### src/rtl/txs_pkg.sv
// shared types and constants for the transaction header and field scanner
`timescale 1ns / 1ps
`default_nettype none
package txs_pkg;

  typedef struct packed {
    logic [7:0] byte_value;
    logic       last_byte;
  } in_word_t;

  typedef struct packed {
    logic [2:0]  record_kind;
    logic [60:0] field_number;
    logic [2:0]  wire_kind;
    logic [63:0] field_value;
    logic [15:0] payload_offset;
    logic [2:0]  status;
    logic        end_of_run;
  } out_word_t;

  typedef enum logic [2:0] {
    PH_VERSION  = 3'd0,
    PH_CHAINLEN = 3'd1,
    PH_CHAIN    = 3'd2,
    PH_NONCE    = 3'd3,
    PH_TAG      = 3'd4,
    PH_VALUE    = 3'd5,
    PH_LENGTH   = 3'd6,
    PH_PAYLOAD  = 3'd7
  } phase_t;

  localparam logic [2:0] REC_HEADER = 3'd0;
  localparam logic [2:0] REC_VARINT = 3'd1;
  localparam logic [2:0] REC_LENGTH = 3'd2;
  localparam logic [2:0] REC_END_OK = 3'd3;
  localparam logic [2:0] REC_ERROR  = 3'd4;

  localparam logic [2:0] ST_OK      = 3'd0;
  localparam logic [2:0] ST_BUF_END = 3'd1;
  localparam logic [2:0] ST_WIRE    = 3'd2;
  localparam logic [2:0] ST_VERSION = 3'd3;
  localparam logic [2:0] ST_CHARS   = 3'd4;
  localparam logic [2:0] ST_CHAIN   = 3'd5;
  localparam logic [2:0] ST_RANGE   = 3'd6;

  localparam logic [1:0] CFG_VERSION   = 2'd0;
  localparam logic [1:0] CFG_CHAIN_MIN = 2'd1;
  localparam logic [1:0] CFG_CHAIN_MAX = 2'd2;
  localparam logic [1:0] CFG_MIN_TOTAL = 2'd3;

  // scan result for one byte: up to two records
  typedef struct packed {
    logic      two;
    out_word_t first;
    out_word_t second;
  } rec_pair_t;

  function automatic logic chain_char_ok(input logic [7:0] c);
    chain_char_ok = (c >= 8'h61 && c <= 8'h7a) || (c >= 8'h41 && c <= 8'h5a) ||
                    (c >= 8'h30 && c <= 8'h39) || c == 8'h5f || c == 8'h2e ||
                    c == 8'h2d;
  endfunction

endpackage
`default_nettype wire

### src/rtl/txs_front.sv
// front: byte scanner that decodes header and fields into record pairs
`timescale 1ns / 1ps
`default_nettype none
module txs_front #(
  parameter int MAX_BUFFER_BYTES = 65535
) (
  input  wire                  clk,
  input  wire                  rst,
  input  wire                  cfg_write,
  input  wire  [1:0]           cfg_index,
  input  wire  [31:0]          cfg_data,
  input  wire                  step,
  input  wire txs_pkg::in_word_t in_word,
  output logic                 emit,
  output txs_pkg::rec_pair_t   pair
);

  logic [31:0] version_word;
  logic [7:0]  chain_len_min;
  logic [7:0]  chain_len_max;
  logic [15:0] min_total_len;

  txs_pkg::phase_t phase, phase_next;
  logic [15:0] byte_position, byte_position_next;
  logic [7:0]  chain_length, chain_length_next;
  logic [31:0] version_accumulator, version_accumulator_next;
  logic [63:0] nonce_shift, nonce_shift_next;
  logic [63:0] varint_accumulator, varint_accumulator_next;
  logic [6:0]  varint_shift, varint_shift_next;
  logic [63:0] tag_register, tag_register_next;
  logic [15:0] payload_remaining, payload_remaining_next;
  logic        error_latched, error_latched_next;
  logic [2:0]  error_code, error_code_next;

  // config registers
  always_ff @(posedge clk) begin
    if (rst) begin
      version_word  <= 32'h00feca00;
      chain_len_min <= 8'd1;
      chain_len_max <= 8'd32;
      min_total_len <= 16'd14;
    end else if (cfg_write) begin
      case (cfg_index)
        txs_pkg::CFG_VERSION:   version_word  <= cfg_data;
        txs_pkg::CFG_CHAIN_MIN: chain_len_min <= cfg_data[7:0];
        txs_pkg::CFG_CHAIN_MAX: chain_len_max <= cfg_data[7:0];
        default:                min_total_len <= cfg_data[15:0];
      endcase
    end
  end

  logic [7:0] b;
  logic       have;
  txs_pkg::out_word_t prov;
  logic [63:0] grp_sh;
  logic [63:0] vacc;
  logic        vdone, verr;
  logic [6:0]  vsh;
  logic [2:0]  st;
  logic [15:0] pos_inc;

  always_comb begin
    b = in_word.byte_value;
    phase_next = phase;
    chain_length_next = chain_length;
    version_accumulator_next = version_accumulator;
    nonce_shift_next = nonce_shift;
    varint_accumulator_next = varint_accumulator;
    varint_shift_next = varint_shift;
    tag_register_next = tag_register;
    payload_remaining_next = payload_remaining;
    error_latched_next = error_latched;
    error_code_next = error_code;
    have = 1'b0;
    prov = '0;
    // one varint step
    grp_sh = (varint_shift < 7'd64) ? ({57'd0, b[6:0]} << varint_shift[5:0]) : 64'd0;
    vacc = varint_accumulator | grp_sh;
    vsh = varint_shift + 7'd7;
    vdone = 1'b0;
    verr = 1'b0;
    if (varint_shift == 7'd63 && b[6:1] != 6'd0) begin
      verr = 1'b1;
    end else if (!b[7]) begin
      vdone = 1'b1;
    end else if (vsh >= 7'd64) begin
      verr = 1'b1;
    end
    // per-phase decode
    if (!error_latched) begin
      if ({16'd0, byte_position} >= 32'(MAX_BUFFER_BYTES)) begin
        error_latched_next = 1'b1;
        error_code_next = txs_pkg::ST_BUF_END;
      end else begin
        unique case (phase)
          txs_pkg::PH_VERSION: begin
            version_accumulator_next = version_accumulator |
              ({24'd0, b} << {byte_position[1:0], 3'b000});
            if (byte_position == 16'd3) phase_next = txs_pkg::PH_CHAINLEN;
          end
          txs_pkg::PH_CHAINLEN: begin
            if (b < chain_len_min) begin
              error_latched_next = 1'b1;
              error_code_next = txs_pkg::ST_CHAIN;
            end else if (b > chain_len_max) begin
              error_latched_next = 1'b1;
              error_code_next = txs_pkg::ST_BUF_END;
            end else begin
              chain_length_next = b;
              phase_next = (b != 8'd0) ? txs_pkg::PH_CHAIN : txs_pkg::PH_NONCE;
            end
          end
          txs_pkg::PH_CHAIN: begin
            if (!txs_pkg::chain_char_ok(b)) begin
              error_latched_next = 1'b1;
              error_code_next = txs_pkg::ST_CHARS;
            end else if (byte_position - 16'd4 == {8'd0, chain_length}) begin
              phase_next = txs_pkg::PH_NONCE;
            end
          end
          txs_pkg::PH_NONCE: begin
            nonce_shift_next = {nonce_shift[55:0], b};
            if (byte_position - 16'd5 - {8'd0, chain_length} == 16'd7) begin
              if (version_accumulator != version_word) begin
                error_latched_next = 1'b1;
                error_code_next = txs_pkg::ST_VERSION;
              end else begin
                have = 1'b1;
                prov.record_kind = txs_pkg::REC_HEADER;
                prov.field_value = nonce_shift_next;
                prov.payload_offset = byte_position + 16'd1;
                phase_next = txs_pkg::PH_TAG;
                varint_accumulator_next = '0;
                varint_shift_next = '0;
              end
            end
          end
          txs_pkg::PH_TAG, txs_pkg::PH_VALUE, txs_pkg::PH_LENGTH: begin
            varint_accumulator_next = verr ? varint_accumulator : vacc;
            if (verr) begin
              error_latched_next = 1'b1;
              error_code_next = (varint_shift == 7'd63 && b[6:1] != 6'd0) ?
                                txs_pkg::ST_RANGE : txs_pkg::ST_BUF_END;
              if (!(varint_shift == 7'd63 && b[6:1] != 6'd0))
                varint_accumulator_next = vacc;
              varint_shift_next = vsh;
            end else if (!vdone) begin
              varint_shift_next = vsh;
            end else begin
              varint_accumulator_next = '0;
              varint_shift_next = '0;
              if (phase == txs_pkg::PH_TAG) begin
                tag_register_next = vacc;
                if (vacc[2:0] == 3'd0) phase_next = txs_pkg::PH_VALUE;
                else if (vacc[2:0] == 3'd2) phase_next = txs_pkg::PH_LENGTH;
                else begin
                  error_latched_next = 1'b1;
                  error_code_next = txs_pkg::ST_WIRE;
                end
              end else if (phase == txs_pkg::PH_VALUE) begin
                have = 1'b1;
                prov.record_kind = txs_pkg::REC_VARINT;
                prov.field_number = tag_register[63:3];
                prov.field_value = vacc;
                phase_next = txs_pkg::PH_TAG;
              end else if (vacc >= 64'd65535) begin
                varint_accumulator_next = vacc;
                error_latched_next = 1'b1;
                error_code_next = txs_pkg::ST_RANGE;
              end else begin
                payload_remaining_next = vacc[15:0];
                have = 1'b1;
                prov.record_kind = txs_pkg::REC_LENGTH;
                prov.field_number = tag_register[63:3];
                prov.wire_kind = 3'd2;
                prov.field_value = vacc;
                prov.payload_offset = byte_position + 16'd1;
                phase_next = (vacc[15:0] != 16'd0) ? txs_pkg::PH_PAYLOAD :
                             txs_pkg::PH_TAG;
              end
            end
          end
          default: begin
            if (payload_remaining != 16'd0)
              payload_remaining_next = payload_remaining - 16'd1;
            if (payload_remaining_next == 16'd0) phase_next = txs_pkg::PH_TAG;
          end
        endcase
      end
    end
    pos_inc = (byte_position != 16'hffff) ? byte_position + 16'd1 : byte_position;
    byte_position_next = pos_inc;
    // final status
    if (pos_inc < min_total_len) st = txs_pkg::ST_BUF_END;
    else if (error_latched_next) st = error_code_next;
    else if (phase_next == txs_pkg::PH_TAG) st = txs_pkg::ST_OK;
    else st = txs_pkg::ST_BUF_END;
    pair = '0;
    emit = 1'b0;
    if (in_word.last_byte) begin
      emit = 1'b1;
      if (st == txs_pkg::ST_OK) begin
        pair.first = prov;
        pair.second.record_kind = txs_pkg::REC_END_OK;
        pair.second.end_of_run = 1'b1;
        pair.two = have;
        if (!have) pair.first = pair.second;
      end else begin
        pair.first.record_kind = txs_pkg::REC_ERROR;
        pair.first.status = st;
        pair.first.end_of_run = 1'b1;
      end
    end else if (have) begin
      emit = 1'b1;
      pair.first = prov;
    end
  end

  // scan state; cleared after every final byte
  always_ff @(posedge clk) begin
    if (rst || (step && in_word.last_byte)) begin
      phase <= txs_pkg::PH_VERSION;
      byte_position <= '0;
      chain_length <= '0;
      version_accumulator <= '0;
      nonce_shift <= '0;
      varint_accumulator <= '0;
      varint_shift <= '0;
      tag_register <= '0;
      payload_remaining <= '0;
      error_latched <= 1'b0;
      error_code <= '0;
    end else if (step) begin
      phase <= phase_next;
      byte_position <= byte_position_next;
      chain_length <= chain_length_next;
      version_accumulator <= version_accumulator_next;
      nonce_shift <= nonce_shift_next;
      varint_accumulator <= varint_accumulator_next;
      varint_shift <= varint_shift_next;
      tag_register <= tag_register_next;
      payload_remaining <= payload_remaining_next;
      error_latched <= error_latched_next;
      error_code <= error_code_next;
    end
  end

endmodule
`default_nettype wire

### src/rtl/txs_queue.sv
// back: two-entry queue of record pairs, drained one word at a time
`timescale 1ns / 1ps
`default_nettype none
module txs_queue (
  input  wire                  clk,
  input  wire                  rst,
  input  wire                  push,
  input  wire txs_pkg::rec_pair_t push_pair,
  output logic                 space,
  output logic                 out_valid,
  input  wire                  out_ready,
  output txs_pkg::out_word_t   out_data
);

  txs_pkg::rec_pair_t slot [2];
  logic       wr_ptr, rd_ptr;
  logic [1:0] count;
  logic       half;
  logic       pop;

  assign space = (count != 2'd2);
  assign out_valid = (count != 2'd0);
  assign out_data = half ? slot[rd_ptr].second : slot[rd_ptr].first;
  assign pop = out_valid && out_ready && (half || !slot[rd_ptr].two);

  // pointers and count
  always_ff @(posedge clk) begin
    if (rst) begin
      wr_ptr <= 1'b0;
      rd_ptr <= 1'b0;
      count <= 2'd0;
      half <= 1'b0;
    end else begin
      if (push) wr_ptr <= ~wr_ptr;
      if (out_valid && out_ready) half <= pop ? 1'b0 : 1'b1;
      if (pop) rd_ptr <= ~rd_ptr;
      count <= count + {1'b0, push} - {1'b0, pop};
    end
  end

  // entry storage
  always_ff @(posedge clk) begin
    if (push) slot[wr_ptr] <= push_pair;
  end

endmodule
`default_nettype wire

### src/rtl/tx_header_and_varint_field_scanner.sv
// a record is registered in the record queue before it appears at the output
// throughput: one byte per cycle while the record queue has space; the byte scanner is combinational
// a byte giving two records fills one entry of the two-entry record queue and drains as two output words
// reset: synchronous, active high; clears scan state, queue and restores config defaults
// scan state also returns to reset after every final byte
`timescale 1ns / 1ps
`default_nettype none
module tx_header_and_varint_field_scanner #(
  parameter int MAX_BUFFER_BYTES = 65535
) (
  input  wire                 clk,
  input  wire                 rst,
  input  wire                 in_valid,
  output logic                in_ready,
  input  wire txs_pkg::in_word_t in_data,
  output logic                out_valid,
  input  wire                 out_ready,
  output txs_pkg::out_word_t  out_data,
  input  wire                 cfg_write,
  input  wire  [1:0]          cfg_index,
  input  wire  [31:0]         cfg_data
);

  logic step, emit;
  txs_pkg::rec_pair_t pair;
  logic space;

  assign in_ready = space;
  assign step = in_valid && in_ready;

  txs_front #(.MAX_BUFFER_BYTES(MAX_BUFFER_BYTES)) u_front (
    .clk, .rst, .cfg_write, .cfg_index, .cfg_data,
    .step, .in_word(in_data), .emit, .pair
  );

  txs_queue u_queue (
    .clk, .rst, .push(step && emit), .push_pair(pair), .space,
    .out_valid, .out_ready, .out_data
  );

endmodule
`default_nettype wire

### config.mk
export PLATFORM = sky130hd
export DESIGN_NAME = tx_header_and_varint_field_scanner
export DESIGN_NICKNAME = d
export VERILOG_FILES = /design/src/rtl/txs_pkg.sv /design/src/rtl/txs_front.sv /design/src/rtl/txs_queue.sv /design/src/rtl/tx_header_and_varint_field_scanner.sv
export SDC_FILE = /design/constraint.sdc
export NUM_CORES = 1
export LEC_CHECK = 0
export ABC_AREA = 1
export BUFFER_PORTS_ARGS = -buffer_cell sky130_fd_sc_hd__buf_2
export CAP_MARGIN = 20
export CORE_MARGIN = 4
export CORE_UTILIZATION = 45
export CTS_BUF_LIST = sky130_fd_sc_hd__clkbuf_16
export DETAILED_ROUTE_END_ITERATION = 7
export GPL_ROUTABILITY_DRIVEN = 0
export SYNTH_ARGS = -nofsm -noshare
export SYNTH_HDL_FRONTEND = slang
export SYNTH_SLANG_ARGS = --single-unit
export TNS_END_PERCENT = 50
### constraint.sdc
create_clock -name clk -period 13.3 [get_ports clk]
set_input_delay 2.66 -clock clk [delete_from_list [all_inputs] [get_ports clk]]
set_output_delay 2.66 -clock clk [all_outputs]
set_load 0.005 [all_outputs]
======== After elaboration in Yosys (flattened, before gate mapping) ========
Memories as Yosys holds them, arrays and structs flattened. A register that Yosys moved wholly into a read port is not among the register bits.
Cells that the tools add are included.
word-level totals
  register bits ........................... 339
  bits in writable memories ............... 310
  memories kept ........................... 1
  output and inout bits ................... 153
operators by class
  bitwise logic cells ..................... 11
  muxes and demuxes ....................... 138
  reduce and logical (&&, ||, !) cells .... 42
  add/subtract/negate cells ............... 8
  $lt $le $gt $ge ......................... 13
  equality and inequality tests ........... 27
  shift operators ......................... 2
memory list
  memory        depth  width  rd ports  clocked after memory_dff  write ports  line             RTL
  u_queue.slot  2      155    1         1                         1            txs_queue.sv:15  txs_pkg::rec_pair_t slot [2];
operators with widths
  kind                   count
  $mux 147               12
  $mux 64                13
  $mux 151               4
  $mux 16                11
  $mux 80                2
  $pmux 80 s2            1
  $mux 146               1
  $mux 144               1
  $pmux 64 s2            1
  $mux 3                 37
  $ge 64x16->1 const B   1
  $or 64x64->64          1
  $shl 7x6->64           1
  $mux 1                 41
  $ne 32x32->1           1
  $or 32x32->32          1
  $pmux 16 s2            1
  $reduce_bool 16->1     2
  $shl 8x5->32           1
  $sub 16x3->16 const B  2
  $mux 7                 4
  $add 16x1->16 const B  1
  $eq 16x2->1 const B    1
  $eq 16x3->1 const B    1
  other kinds (52)       99

======== Longest topological paths before layout ========
  word-level depth ........................ 22
  mapped depth ............................ 30

======== Modules after synthesis ========
From an unflattened synthesis, not the netlist that was laid out.
second synthesis, totals
  cell total of the unflattened synthesis .. 4610
  area total of the unflattened synthesis .. 43546.8 µm²
modules (own cells, without submodules)
  module                              area an instance (µm²)  instances  cells an instance  seq. area each (µm²)
  txs_queue                           22556.6                 1          1503               18317.6
  txs_front                           20972.6                 1          3103               6626.4
  tx_header_and_varint_field_scanner  17.5                    1          4                  0.0

======== Least setup slack after synthesis ========
No wires, ideal clock.
  path type ............................... input port to flip-flop
  start ................................... in in_data[3] (netlist name)
  end ..................................... mem u_queue.slot[1][100] (netlist name) (enable)
  stages .................................. 19
  data arrival time ....................... 11.029 ns
  required time ........................... 12.635 ns
  path buffers ............................ 1
  setup slack ............................. 1.606 ns
  setup time .............................. 0.665 ns
  cell sequence ........................... buf_2 > nand2_1 > nand3_1 > nand3_1 > nand2_4 > nand2_2 > o21bai_1 > or2_0 > nor2_1 > nand3_1 > nor2_2 > nand2_2 > nand2_1 > nand4_1 > a21oi_2 > inv_1 > nand2_1 > nand2_1 > nor2_1
between the ends
  cells in the longest elaborated chain, start to end .. 17
  elaborated cells between the ends (all ways) .. 21
  classes of those cells .................. order compare (1); shift (1); mux (15); bitwise (1); reduce/logical (3)
RTL lines
  element                         line                                      RTL
  from (decl)                     tx_header_and_varint_field_scanner.sv:15  input wire txs_pkg::in_word_t in_data,
  $shl 7x6->64                    txs_front.sv:77                           grp_sh = (varint_shift < 7'd64) ? ({57'd0, b[6:0]} << varint_shift[5:0]) : 64'd0;
  $mux 64                         txs_front.sv:77
  $or 64x64->64                   txs_front.sv:78                           vacc = varint_accumulator | grp_sh;
  $ge 64x16->1                    txs_front.sv:166                          end else if (vacc >= 64'd65535) begin
  $mux 1                          txs_front.sv:166
  $mux 1                          txs_front.sv:160                          end else if (phase == txs_pkg::PH_VALUE) begin
  $mux 1                          txs_front.sv:152                          if (phase == txs_pkg::PH_TAG) begin
  $mux 1                          txs_front.sv:147                          end else if (!vdone) begin
  $mux 1 *                        txs_front.sv:140                          if (verr) begin
  $pmux 1 s2 *                    txs_front.sv:95                           unique case (phase)
  $mux 1 *                        txs_front.sv:91                           if ({16'd0, byte_position} >= 32'(MAX_BUFFER_BYTES)) begin
  $mux 1 *                        txs_front.sv:90                           if (!error_latched) begin
  $mux 1 *                        txs_front.sv:213                          end else if (have) begin
  $mux 1 *                        txs_front.sv:200                          if (in_word.last_byte) begin
  $logic_and 1x1->1 *             tx_header_and_varint_field_scanner.sv:37  .clk, .rst, .push(step && emit), .push_pair(pair), .space,
  $mux 1 *                        txs_queue.sv:43                           if (push) slot[wr_ptr] <= push_pair;
  $mux 1 (not written as such) *  txs_queue.sv:43
  to (decl)                       txs_queue.sv:15
Mark *: on every way between the ends. The rest lies on a longest branch, timed or not.

======== Final worst setup path ========
  start ................................... in in_data[2] (netlist name)
  end ..................................... mem u_queue.slot[0][130] (netlist name) (enable)
Same word-level chain as after synthesis.

==> flow_summary.json <==
{
  "synth_xor_area_frac": 0.0156,
  "num_rows": 96,
  "area_delta_synth_final_pct": 11.4,
  "min_path_type": "reg -> reg",
  "wl_um": 91800,
  "max_slew.worst_pin.slew_ns": 1.03,
  "setup_viol": 0,
  "async_flop_share": 0,
  "cp_common_cell": "nand2_1",
  "clk_pin_slew_ns": 0.06,
  "grtUsageTotal": 0.240,
  "cap_viol_max_count": 0,
  "h-tree-depth": 3,
  "n_antenna_cell": 0,
  "grt_max_degree": 106,
  "synth.area.top_cells": "edfxtp_1, dfxtp_1, o21ai_0",
  "die_area_um2": 73900,
  "period_share": 0.535,
  "postRouteAntennaNets": 0,
  "rsz0062_at_grt": "no",
  "critPathRequiredTime_ns": 13.52,
  "grt_pass1_wl_um": 141000,
  "slew_violations": 0,
  "cts_resized": 0,
  "synth_compound_area_frac": 0.151,
  "worstSkewPairLatency_ns": 0.62,
  "critical_path.cell_chain": "buf_2, nand2_1, nand3_2, nand2_1, nand2_1, nand4_1, nand2_1, a21oi_1, nand2_1, nor2_1, nand3_1, nor2_2, nand2_2, nand2_1, nand4_1, buf_4, a21oi_2, inv_1, nand2_1, nand2_1, nor2_4, buf_4",
  "rrSetupSlack_ns": 6.60,
  "synth_top_area_cell": "edfxtp_1",
  "yosysUniqueCellTypes": 66,
  "grt.overflow.total": 0,
  "instances_no_fill": 4916,
  "antenna_found_initial": 0,
  "cts_buffer_depth": 3,
  "syn_avg_cell_area_um2": 8.12,
  "post-cts-setup-buffers": 0,
  "root_buffer": "clkbuf_16",
  "yosysWarnings": 0,
  "crit_path_start_kind": "input port",
  "synth_top_family_by_area": "simple AND/OR/NAND/NOR gates",
  "drt_iter0_drc": 2677,
  "nFillCells": 6682,
  "critPathSlowestCell": "buf_4",
  "critical_path_arrival_ns": 7.34,
  "cts_inserted_buffers": 71,
  "synth_ff_type": "dfxtp_1",
  "cts_num_sinks": 639,
  "start_util": 0.455,
  "synthMuxAreaShare": 0,
  "yosys.area_share.simple": 0.212,
  "min_period_ns": 7.12,
  "synth-seq-area-share": 0.505,
  "outcome": "finished clean",
  "cpPeakStageDelay_ns": 0.80,
  "ios": 201,
  "via_count": 26348,
  "portBuffers": 198,
  "fin_tns_setup_ns": 0,
  "fin_worst_skew_ns": 0.0391,
  "worstSetupPathType": "in -> reg",
  "path_buf_inv": 4,
  "drc": 0,
  "dp_hpwl_um": 62100,
  "post_drt_wl_per_cell_um": 18.7,
  "yosysTopAreaCellShare": 0.289,
  "firstDrtPassIters": 6,
  "yosys_register_bits": 639,
  "total_power_w": 0.00480,
  "drt-vias-per-instance": 5.36,
  "power.density_nw_per_um2": 137,
  "final_layout_size_suffix_gt1_frac": 0.118,
  "die_y_um": 272,
  "cp-end-kind": "flop",
  "hold_ws_ns": 0.445,
  "cts_tree": "built",
  "max_freq_ghz": 0.140,
  "ir_worst_vdd_uv": 78.9,
  "netlist_area_um2": 31300,
  "die_w_um": 272,
  "slew_headroom": 0.310,
  "synth-edff-count": 302,
  "cts_hold_buf": 0,
  "grt_pass1_vias": 24556,
  "worst-path-max-fanout": 63,
  "crit_family": "simple AND/OR/NAND/NOR gates",
  "p_leak_nw": 13.6,
  "synth-adder-area-share": 0.0226,
  "timing_hold_violations_final": 0,
  "nets": 4034,
  "place_inst": 4788,
  "core_area_um2": 68800,
  "syn_inst": 3858
}
## worst reg2reg max path, delay by kind of cell (launching register included)
family | cells | cell delay [ns]
xor+xnor | 1 | 0.24
flops | 1 | 0.82
fa+ha+maj | 1 | 0.36
simple gates | 15 | 3.18
compound gates | 1 | 0.11
buf+inv | 4 | 1.68
## power breakdown
group | internal, W | leakage, nW | total, W | switching [W]
Sequential | 0.00213 | 5.50 | 0.00218 | 0.0000470
Combinational | 0.000254 | 6.92 | 0.000776 | 0.000523
Clock | 0.00104 | 1.13 | 0.00184 | 0.000804
## synth_stat cells, drive strengths merged (24+ instances only)
master,number
clkbuf,191
a31oi,24
nor3,30
xor2,49
edfxtp,302
ha,55
nor2,648
inv,492
a21oi,320
o21ai,469
buf,43
nand2,523
dfxtp,337
nand3,121
nand4,121
## cells by family (layout without fill, tap and decap cells)
group	Yosys count	count (layout)
AO/OA/AOI/OAI	887	887
other	1	2
adder cells (fa/ha/maj)	56	56
AND/OR/NAND/NOR	1488	1488
XOR/XNOR	56	56
buffers and inverters	731	857
flip-flops	639	639
## layout by cell type, fill, tap and decap left out, types with 5 or more instances in the layout
master | netlist | routed
clkinv_1 | 5 | 10
nand2_1 | 501 | 499
nor2_4 | 29 | 32
nor2_1 | 608 | 605
nor3b_1 | 5 | 5
nand3_1 | 108 | 107
o21bai_2 | 5 | 5
a21oi_1 | 316 | 316
o21ai_0 | 458 | 458
nand4_1 | 118 | 118
nor2_2 | 11 | 11
a31oi_1 | 24 | 24
xnor2_1 | 7 | 7
o21ai_1 | 8 | 6
xor2_1 | 49 | 49
nand3b_1 | 5 | 5
nand3_2 | 12 | 12
o211ai_1 | 17 | 17
buf_2 | 13 | 198
ha_1 | 55 | 55
dfxtp_1 | 337 | 336
clkinv_2 | 0 | 11
inv_1 | 484 | 496
inv_6 | 1 | 5
buf_4 | 10 | 34
o22ai_1 | 12 | 12
or2_2 | 9 | 9
edfxtp_1 | 302 | 302
clkbuf_16 | 0 | 75
nor4_1 | 16 | 16
nor3_1 | 28 | 26
nand2_2 | 19 | 21
a211oi_1 | 23 | 23
clkinvlp_4 | 0 | 6
inv_2 | 7 | 18
## sequential cells by signal, summed over array words and instances (netlist names), 7 cells and up, named ones only
name	cells
u_front.nonce_shift	56
u_front.varint_shift	7
u_queue.slot	302
u_front.chain_length	8
u_front.min_total_len	16
u_front.chain_len_max	8
u_front.payload_remaining	16
u_front.version_accumulator	32
u_front.varint_accumulator	64
u_front.tag_register	61
u_front.version_word	32
u_front.byte_position	16
u_front.chain_len_min	8
## cell type report
class                      instances  area, µm²  area share
clock buffer                      75       1880      0.0538
multi-input combinational       2489      12600       0.362
sequential                       639      15800       0.453
inverter                         497       1880      0.0537
tap                              931       1160      0.0334
clock inverter                    53        287     0.00821
timing repair buffer             232       1250      0.0357
## final timing paths
kind	start	to	depth (start not counted)
worst max-delay path	in_data[2]	u_queue.slot[0][130]	22
worst min-delay path	u_front.tag_register[22]	u_front.tag_register[22]	2
worst max register to register	u_front.byte_position[1]	u_queue.slot[1][54]	22
worst min register to register	u_front.tag_register[22]	u_front.tag_register[22]	2
## metal layers
layer	share of wire	wire length [µm]	up-vias	track usage
li1	-	-	12922	-
met1	0.44	40100	12427	0.333
met2	0.47	43300	888	0.394
met3	0.070	6430	111	0.0351
met4	0.022	2050	0	0.0661
met5	0	0	-	0
## through the flow
step | instance area, µm² | worst slack, ns | utilization
finish | 34900 | 6.18 | 0.507
global route | 34900 | 5.83 | 0.507
CTS | 34900 | 6.26 | 0.507
detailed placement | 32700 | 5.63 | 0.476
global placement | 32700 | 5.75 | 0.476
floorplan | 31300 | 1.61 | -
(Power assumes the default switching activity.)
